--- config.mk ---
export PLATFORM = sky130hd
export DESIGN_NAME = humidity_fan_controller
export DESIGN_NICKNAME = d
export VERILOG_FILES = /design/src/rtl/hfc_pkg.sv /design/src/rtl/hfc_cfg_regs.sv /design/src/rtl/hfc_core.sv /design/src/rtl/humidity_fan_controller.sv
export SDC_FILE = /design/constraint.sdc
export NUM_CORES = 1
export LEC_CHECK = 0
export BUFFER_PORTS_ARGS = -buffer_cell sky130_fd_sc_hd__buf_4
export CAP_MARGIN = 20
export CORE_MARGIN = 1.5
export CORE_UTILIZATION = 49
export DETAILED_ROUTE_END_ITERATION = 10
export PLACE_DENSITY = 0.83
export SETUP_SLACK_MARGIN = 0.4
export SYNTH_ARGS = -nofsm -noshare
export SYNTH_HDL_FRONTEND = slang
export SYNTH_SLANG_ARGS = --single-unit
--- constraint.sdc ---
create_clock -name aclk -period 4.08 [get_ports aclk]
set_input_delay 0.408 -clock aclk [delete_from_list [all_inputs] [get_ports aclk]]
set_output_delay 0.408 -clock aclk [all_outputs]
set_load 0.01 [all_outputs]
--- src/rtl/hfc_pkg.sv ---
`timescale 1ns / 1ps

package hfc_pkg;

    // Debounce and lockout timing, in ticks.
    localparam int SETTLE_W = 4;
    localparam int SINCE_W  = 6;
    localparam logic [SETTLE_W-1:0] SETTLE_TICKS  = 4'd10;
    localparam logic [SINCE_W-1:0]  LOCKOUT_TICKS = 6'd50;

    // Field widths.
    localparam int HUM_W   = 14;
    localparam int THR_W   = 15;
    localparam int HYST_W  = 14;
    localparam int DUR_W   = 27;
    localparam int DOOR_W  = 2;

    // Door code that means the door is open.
    localparam logic [DOOR_W-1:0] DOOR_OPEN = 2'd2;

    // Register indexes on the configuration port (byte address / 4).
    localparam logic [1:0] REG_ON_THRESHOLD = 2'd0;
    localparam logic [1:0] REG_HYSTERESIS   = 2'd1;
    localparam logic [1:0] REG_MANUAL_DUR   = 2'd2;

    // Reset values of the registers.
    localparam logic signed [THR_W-1:0] ON_THRESHOLD_RST = 15'sd100;
    localparam logic [HYST_W-1:0]       HYSTERESIS_RST   = 14'd40;
    localparam logic [DUR_W-1:0]        MANUAL_DUR_RST   = 27'd1800000;

    typedef struct packed {
        logic signed [THR_W-1:0] on_threshold;
        logic [HYST_W-1:0]       hysteresis;
        logic [DUR_W-1:0]        manual_duration_ms;
    } cfg_t;

    typedef struct packed {
        logic [HUM_W-1:0]  inside_humidity;
        logic [HUM_W-1:0]  outside_humidity;
        logic              readings_valid;
        logic [DOOR_W-1:0] door_status;
        logic              button_level;
    } item_t;

    typedef struct packed {
        logic send_request;
        logic manual_mode;
        logic fan_on;
    } result_t;

endpackage

--- src/rtl/hfc_cfg_regs.sv ---
`timescale 1ns / 1ps

module hfc_cfg_regs (
    input  logic               aclk,
    input  logic               aresetn,
    input  logic               psel,
    input  logic               penable,
    input  logic               pwrite,
    input  logic [3:0]         paddr,
    input  logic [31:0]        pwdata,
    output logic [31:0]        prdata,
    output logic               pready,
    output hfc_pkg::cfg_t      cfg
);

    hfc_pkg::cfg_t cfg_reg;
    logic          wr_en;

    assign pready = 1'b1;
    assign wr_en  = psel && penable && pwrite;
    assign cfg    = cfg_reg;

    // Register writes complete in the access phase.
    always_ff @(posedge aclk) begin
        if (!aresetn) begin
            cfg_reg.on_threshold       <= hfc_pkg::ON_THRESHOLD_RST;
            cfg_reg.hysteresis         <= hfc_pkg::HYSTERESIS_RST;
            cfg_reg.manual_duration_ms <= hfc_pkg::MANUAL_DUR_RST;
        end else if (wr_en) begin
            unique case (paddr[3:2])
                hfc_pkg::REG_ON_THRESHOLD: begin
                    cfg_reg.on_threshold <= pwdata[hfc_pkg::THR_W-1:0];
                end
                hfc_pkg::REG_HYSTERESIS: begin
                    cfg_reg.hysteresis <= pwdata[hfc_pkg::HYST_W-1:0];
                end
                hfc_pkg::REG_MANUAL_DUR: begin
                    cfg_reg.manual_duration_ms <= pwdata[hfc_pkg::DUR_W-1:0];
                end
                default: begin
                end
            endcase
        end
    end

    // Read back; misaligned addresses read as zero.
    always_comb begin
        prdata = 32'd0;
        if (paddr[1:0] == 2'd0) begin
            unique case (paddr[3:2])
                hfc_pkg::REG_ON_THRESHOLD: begin
                    prdata = {17'd0, cfg_reg.on_threshold};
                end
                hfc_pkg::REG_HYSTERESIS: begin
                    prdata = {18'd0, cfg_reg.hysteresis};
                end
                hfc_pkg::REG_MANUAL_DUR: begin
                    prdata = {5'd0, cfg_reg.manual_duration_ms};
                end
                default: begin
                    prdata = 32'd0;
                end
            endcase
        end
    end

endmodule

--- src/rtl/hfc_core.sv ---
`timescale 1ns / 1ps

module hfc_core (
    input  logic             aclk,
    input  logic             aresetn,
    input  logic             step,
    input  hfc_pkg::item_t   item,
    input  hfc_pkg::cfg_t    cfg,
    output hfc_pkg::result_t result
);

    logic                        fan_reg, fan_next;
    logic                        manual_reg, manual_next;
    logic                        stable_reg, stable_next;
    logic [hfc_pkg::SETTLE_W-1:0] settle_reg, settle_next;
    logic [hfc_pkg::SINCE_W-1:0]  since_reg, since_next;
    logic [hfc_pkg::DUR_W-1:0]    elapsed_reg, elapsed_next;

    logic                        send;
    logic                        fan_btn;
    logic                        manual_btn;
    logic [hfc_pkg::DUR_W-1:0]    elapsed_btn;
    logic signed [15:0]          diff;
    logic signed [16:0]          off_level;
    logic                        want_on;
    logic                        want_off;
    logic                        door_open;
    logic                        fan_auto;

    // Automatic rule: exact signed difference and off level.
    always_comb begin
        diff      = $signed({2'b00, item.inside_humidity})
                  - $signed({2'b00, item.outside_humidity});
        off_level = $signed({{2{cfg.on_threshold[hfc_pkg::THR_W-1]}}, cfg.on_threshold})
                  - $signed({3'b000, cfg.hysteresis});
        want_on   = diff > $signed({cfg.on_threshold[hfc_pkg::THR_W-1], cfg.on_threshold});
        want_off  = $signed({diff[15], diff}) < off_level;
        door_open = (item.door_status == hfc_pkg::DOOR_OPEN);
    end

    // Lockout counter and button debounce, with the manual toggle.
    always_comb begin
        since_next  = since_reg;
        settle_next = settle_reg;
        stable_next = stable_reg;
        manual_btn  = manual_reg;
        elapsed_btn = elapsed_reg;
        fan_btn     = fan_reg;
        send        = 1'b0;

        if (since_reg <= hfc_pkg::LOCKOUT_TICKS) begin
            since_next = since_reg + 1'b1;
        end

        if (settle_reg == '0) begin
            if (item.button_level != stable_reg) begin
                settle_next = hfc_pkg::SETTLE_TICKS;
            end
        end else begin
            settle_next = settle_reg - 1'b1;
            if (settle_next == '0 && item.button_level != stable_reg) begin
                stable_next = item.button_level;
                if (item.button_level && since_next > hfc_pkg::LOCKOUT_TICKS) begin
                    if (!manual_reg) begin
                        manual_btn  = 1'b1;
                        elapsed_btn = '0;
                        fan_btn     = 1'b1;
                    end else begin
                        manual_btn = 1'b0;
                    end
                    send       = 1'b1;
                    since_next = '0;
                end
            end
        end
    end

    // Fan state after the automatic rule, from the state left by the button.
    always_comb begin
        fan_auto = fan_btn;
        if (item.readings_valid) begin
            if (!fan_btn && want_on && !door_open) begin
                fan_auto = 1'b1;
            end else if (fan_btn && (want_off || door_open)) begin
                fan_auto = 1'b0;
            end
        end
    end

    // Manual timer, or the automatic rule when manual mode is off or ends.
    always_comb begin
        manual_next  = manual_btn;
        elapsed_next = elapsed_btn;
        fan_next     = fan_auto;
        if (manual_btn) begin
            if (elapsed_btn >= cfg.manual_duration_ms) begin
                manual_next = 1'b0;
            end else begin
                fan_next = 1'b1;
                if (elapsed_btn != '1) begin
                    elapsed_next = elapsed_btn + 1'b1;
                end
            end
        end
    end

    always_ff @(posedge aclk) begin
        if (!aresetn) begin
            fan_reg     <= 1'b0;
            manual_reg  <= 1'b0;
            stable_reg  <= 1'b0;
            settle_reg  <= '0;
            since_reg   <= hfc_pkg::LOCKOUT_TICKS + 1'b1;
            elapsed_reg <= '0;
        end else if (step) begin
            fan_reg     <= fan_next;
            manual_reg  <= manual_next;
            stable_reg  <= stable_next;
            settle_reg  <= settle_next;
            since_reg   <= since_next;
            elapsed_reg <= elapsed_next;
        end
    end

    assign result.fan_on       = fan_next;
    assign result.manual_mode  = manual_next;
    assign result.send_request = send;

endmodule

--- src/rtl/humidity_fan_controller.sv ---
`timescale 1ns / 1ps

// Humidity fan controller. Each input beat is one 1 ms tick and yields exactly
// one result beat. A tick is held in an input register, evaluated by the
// combinational control logic (button debounce and lockout, manual timer,
// automatic humidity rule) and written to a result register. The throughput
// is one tick per cycle while the result side does not stall. The three
// settings sit on the APB port at byte addresses 0x0 (on_threshold), 0x4
// (hysteresis) and 0x8 (manual_duration_ms); the user must write them only
// while no tick is in flight, and the block itself does not enforce this.
module humidity_fan_controller (
    input  logic        aclk,
    input  logic        aresetn,
    // Input channel.
    input  logic        s_tvalid,
    output logic        s_tready,
    // [13:0] inside_humidity, [27:14] outside_humidity, [29:28] door_status,
    // [30] button_level, [31] zero
    input  logic [31:0] s_tdata,
    // [0] readings_valid
    input  logic        s_tuser,
    // Result channel.
    output logic        m_tvalid,
    input  logic        m_tready,
    // [0] fan_on, [1] manual_mode, [2] send_request, [7:3] zero
    output logic [7:0]  m_tdata,
    // Configuration port.
    input  logic        psel,
    input  logic        penable,
    input  logic        pwrite,
    input  logic [3:0]  paddr,
    input  logic [31:0] pwdata,
    output logic [31:0] prdata,
    output logic        pready
);

    hfc_pkg::cfg_t    cfg;
    hfc_pkg::item_t   item_reg;
    hfc_pkg::result_t core_result;
    hfc_pkg::result_t result_reg;
    logic             in_valid_reg;
    logic             out_valid_reg;
    logic             advance;

    hfc_cfg_regs u_cfg (
        .aclk    (aclk),
        .aresetn (aresetn),
        .psel    (psel),
        .penable (penable),
        .pwrite  (pwrite),
        .paddr   (paddr),
        .pwdata  (pwdata),
        .prdata  (prdata),
        .pready  (pready),
        .cfg     (cfg)
    );

    // A tick moves into the result register when that register is free or drains.
    assign advance  = in_valid_reg && (!out_valid_reg || m_tready);
    assign s_tready = !in_valid_reg || advance;

    // Input register.
    always_ff @(posedge aclk) begin
        if (!aresetn) begin
            in_valid_reg <= 1'b0;
        end else if (s_tready) begin
            in_valid_reg <= s_tvalid;
        end
    end

    always_ff @(posedge aclk) begin
        if (s_tvalid && s_tready) begin
            item_reg.inside_humidity  <= s_tdata[13:0];
            item_reg.outside_humidity <= s_tdata[27:14];
            item_reg.door_status      <= s_tdata[29:28];
            item_reg.button_level     <= s_tdata[30];
            item_reg.readings_valid   <= s_tuser;
        end
    end

    hfc_core u_core (
        .aclk    (aclk),
        .aresetn (aresetn),
        .step    (advance),
        .item    (item_reg),
        .cfg     (cfg),
        .result  (core_result)
    );

    // Result register.
    always_ff @(posedge aclk) begin
        if (!aresetn) begin
            out_valid_reg <= 1'b0;
        end else if (advance) begin
            out_valid_reg <= 1'b1;
        end else if (m_tready) begin
            out_valid_reg <= 1'b0;
        end
    end

    always_ff @(posedge aclk) begin
        if (advance) begin
            result_reg <= core_result;
        end
    end

    assign m_tvalid = out_valid_reg;
    assign m_tdata  = {5'd0, result_reg.send_request, result_reg.manual_mode,
                       result_reg.fan_on};

`ifndef NO_ASSERTIONS
    // Manual mode always drives the fan.
    a_manual_fan: assert property (@(posedge aclk) disable iff (!aresetn)
        out_valid_reg && result_reg.manual_mode |-> result_reg.fan_on)
        else $error("manual mode without fan on");

    // An empty result register never stalls the input side.
    a_ready_free: assert property (@(posedge aclk) disable iff (!aresetn)
        !out_valid_reg |-> s_tready)
        else $error("input stalled with empty result register");

    // A tick that advances is presented on the result side next cycle.
    a_advance_out: assert property (@(posedge aclk) disable iff (!aresetn)
        advance |=> m_tvalid)
        else $error("advanced tick not presented");

    // A toggle is reported only together with an accepted tick.
    a_send_once: assert property (@(posedge aclk) disable iff (!aresetn)
        $rose(result_reg.send_request) |-> $past(advance))
        else $error("send request without a tick");
`endif

endmodule

==> metrics.yaml <==
slew_headroom_pct: 25.8
endpoint_kind: "register"
grt_pass1_wl_mm: 41.6
routed-via-count: 9243
cts-root-buf: "clkbuf_16"
worst_pin_slew_ps: 1110
portBuffers: 101
dieHeight_um: 137
drive_gt1_share_pct: 28.8
fmax_mhz: 228
syn_avg_cell_area_sq_um: 8.13
async_flop_share_pct: 0
area_delta_synth_final_pct: 35.6
globalRouteOverflowTotal: 0
core.rowCount: 48
die_area_sq_um: 18800
place.gp.congestion: 0.898
p_leak_nw: 4.92
status: "finished with violations"
final_max_slew_viol_count: 0
arrival_ps: 4710
rsz0062_at_grt: "yes"
yosysWarnings: 0
cts_buffer_depth: 2
grt_pass1_vias: 8562
fin_setup_tns_ps: -2660
track_usage_pct: 28.3
dp_hpwl_mm: 16.6
fin_area_sq_um: 12000
synth-edff-count: 35
num_io_pins: 119
drtIter0Drc: 1266
routedWlPerCell_um: 20.2
maxCapViolCount: 0
clkSinkCount: 133
holdWs_ps: 144
largest_register_ffs: 56
num-nets-final: 1401
finalCoreUtilization_pct: 68.6
synth_cell_type_count: 70
htreeDepth: 4
fin_crit_sh_pct: 107
reg2reg_from: "u_core.since_reg[0]$_SDFFE_PN1P_"
drc: 0
drt_first_pass_iters: 8
core-area_sq_um: 17400
ant_nets: 0
worstSetupPathType: "reg2reg"
grt_max_degree: 61
syn_inst: 1085
hp-start: "s_tdata[27]"
cts_tree: "yes"
critPathLaunchType: "register"
routed_wl_mm: 29.7
vias_per_cell: 6.28
cts_inserted_buffers: 17
path_clk_slew_ps: 60
finalCriticalPeriod_ps: 4390
irDropWorstVdd_mv: 0.327
clk_latency_ps: 440
seq_area_frac_synth_pct: 34.2
hold_violations: 0
n_fill_cell: 1161
p_per_area_nw_per_um2: 307
violations: "negative setup slack"
antenna_found_initial: 0
cp.required_ps: 4410
cp-startpoint: "u_core.since_reg[0]$_SDFFE_PN1P_"
finClkSkew_ps: 13.3
fin_ws_ps: -306
setup_violations: 21
crit_fanout: 7
synthFlopType: "dfxtp_1"
hp-class: "in2reg"
synth_area_sq_um: 8820
postPlaceCellArea_sq_um: 9940
diodes: 0
die_w_um: 137
start_util_pct: 50.6
synth-seq-cells: 133
## timing repair
action	4_1_cts	5_1_grt
endpoints found under the setup margin	31	31
setup buffers	24	20
pin swaps	44	58
resized for setup	91	93
hold buffers	0	0
cloned	3	1
## report_power, final
group	internal, mW	switching [mW]
clock	0.915	0.621
sequential	1.39	0.0237
combinational	0.321	0.398
total	2.63	1.04
## critical path: stages (launching register included)
cell	delay [ps]
dfxtp_4	380
buf_4	120
ha_4	180
a31oi_1	150
o32ai_2	170
and4_4	290
o311ai_4	160
buf_12	180
buf_16	130
and2_4	160
ha_4	250
nand4_1	270
nor4_4	480
a2111oi_4	160
nor2_2	160
a211oi_2	50
buf_4	170
and2_4	180
buf_6	130
a31o_2	210
a311oi_1	290
## routing by layer
metal	track usage (%)	vias up	wire length [um]
met5	0	-	0
met4	13.3	0	1620
met3	5.19	177	2920
met2	46.7	650	14000
met1	35.7	4333	11200
li1	-	4083	-
## cell usage in the layout (no fill, tap or decap), drive strengths merged, types with 11 or more instances in the layout
cell type,count
buf,175
mux2i,33
ha,90
conb,11
nor4,22
clkbuf,25
nand3,50
xnor2,18
o21ai,21
nor2,75
nand2,173
dfxtp,98
nor3,21
o211ai,22
a21oi,99
edfxtp,35
and2,27
nand4,15
inv,94
## synth_stat cells, drive strengths merged (9+ instances only)
cell type | number | area (sq um)
o211ai | 22 | 165
edfxtp | 35 | 1050
nor2 | 75 | 282
nand3 | 50 | 250
a21o | 10 | 75.1
dfxtp | 98 | 1960
and2 | 27 | 169
xnor2 | 18 | 158
a21oi | 99 | 495
xor2 | 10 | 87.6
mux2i | 33 | 330
nor4 | 22 | 150
o21ai | 21 | 105
clkbuf | 39 | 146
nor3 | 21 | 105
ha | 90 | 1130
inv | 92 | 345
nand4 | 15 | 93.8
nand2 | 173 | 652
nand2b | 9 | 56.3
nor2b | 9 | 63.8
buf | 18 | 121
a211oi | 9 | 67.6
## final cells by class
cell class                      instances  area, sq um  share of cell area [%]
Tap cell                              225          282                    2.35
Timing Repair Buffer                  177         1540                    12.9
Clock buffer                           23          531                    4.44
Clock inverter                          9         62.6                   0.523
Sequential cell                       133         3030                    25.3
Multi-Input combinational cell        812         6170                    51.6
Inverter                               92          350                    2.93
## logic make-up after synthesis
| logic type | count (synthesis) | synth area share, % |
|---|---|---|
| AND/OR/NAND/NOR | 433 | 23.3 |
| AO/OA/AOI/OAI | 214 | 15.6 |
| buffers and inverters | 149 | 6.95 |
| flip-flops | 133 | 34.2 |
| adder cells (fa/ha/maj) | 92 | 13.2 |
| multiplexers | 34 | 3.92 |
| XOR/XNOR | 28 | 2.78 |
| other | 2 | 0.0852 |
## stage by stage
step	total power [mW]	worst slack [ps]	cells
2_1_floorplan	1.83	400	1094
3_3_place_gp	1.98	121	1390
3_5_place_dp	2.00	-24.0	1390
4_1_cts	3.56	146	1449
5_1_grt	3.79	-368	1471
6_report	3.67	-306	1471
## final timing paths
kind	end	slack (ps)	cells past startpoint
hold reg to reg	u_cfg.cfg[24]$_SDFFE_PN0P_	460	2
setup reg to reg	u_core.elapsed_reg[17]$_SDFFE_PN0P_	-310	20
hold / removal	item_reg[17]$_DFFE_PP_	140	1
setup / recovery	u_core.elapsed_reg[17]$_SDFFE_PN0P_	-310	20
Power figures use the tool's default switching activity.
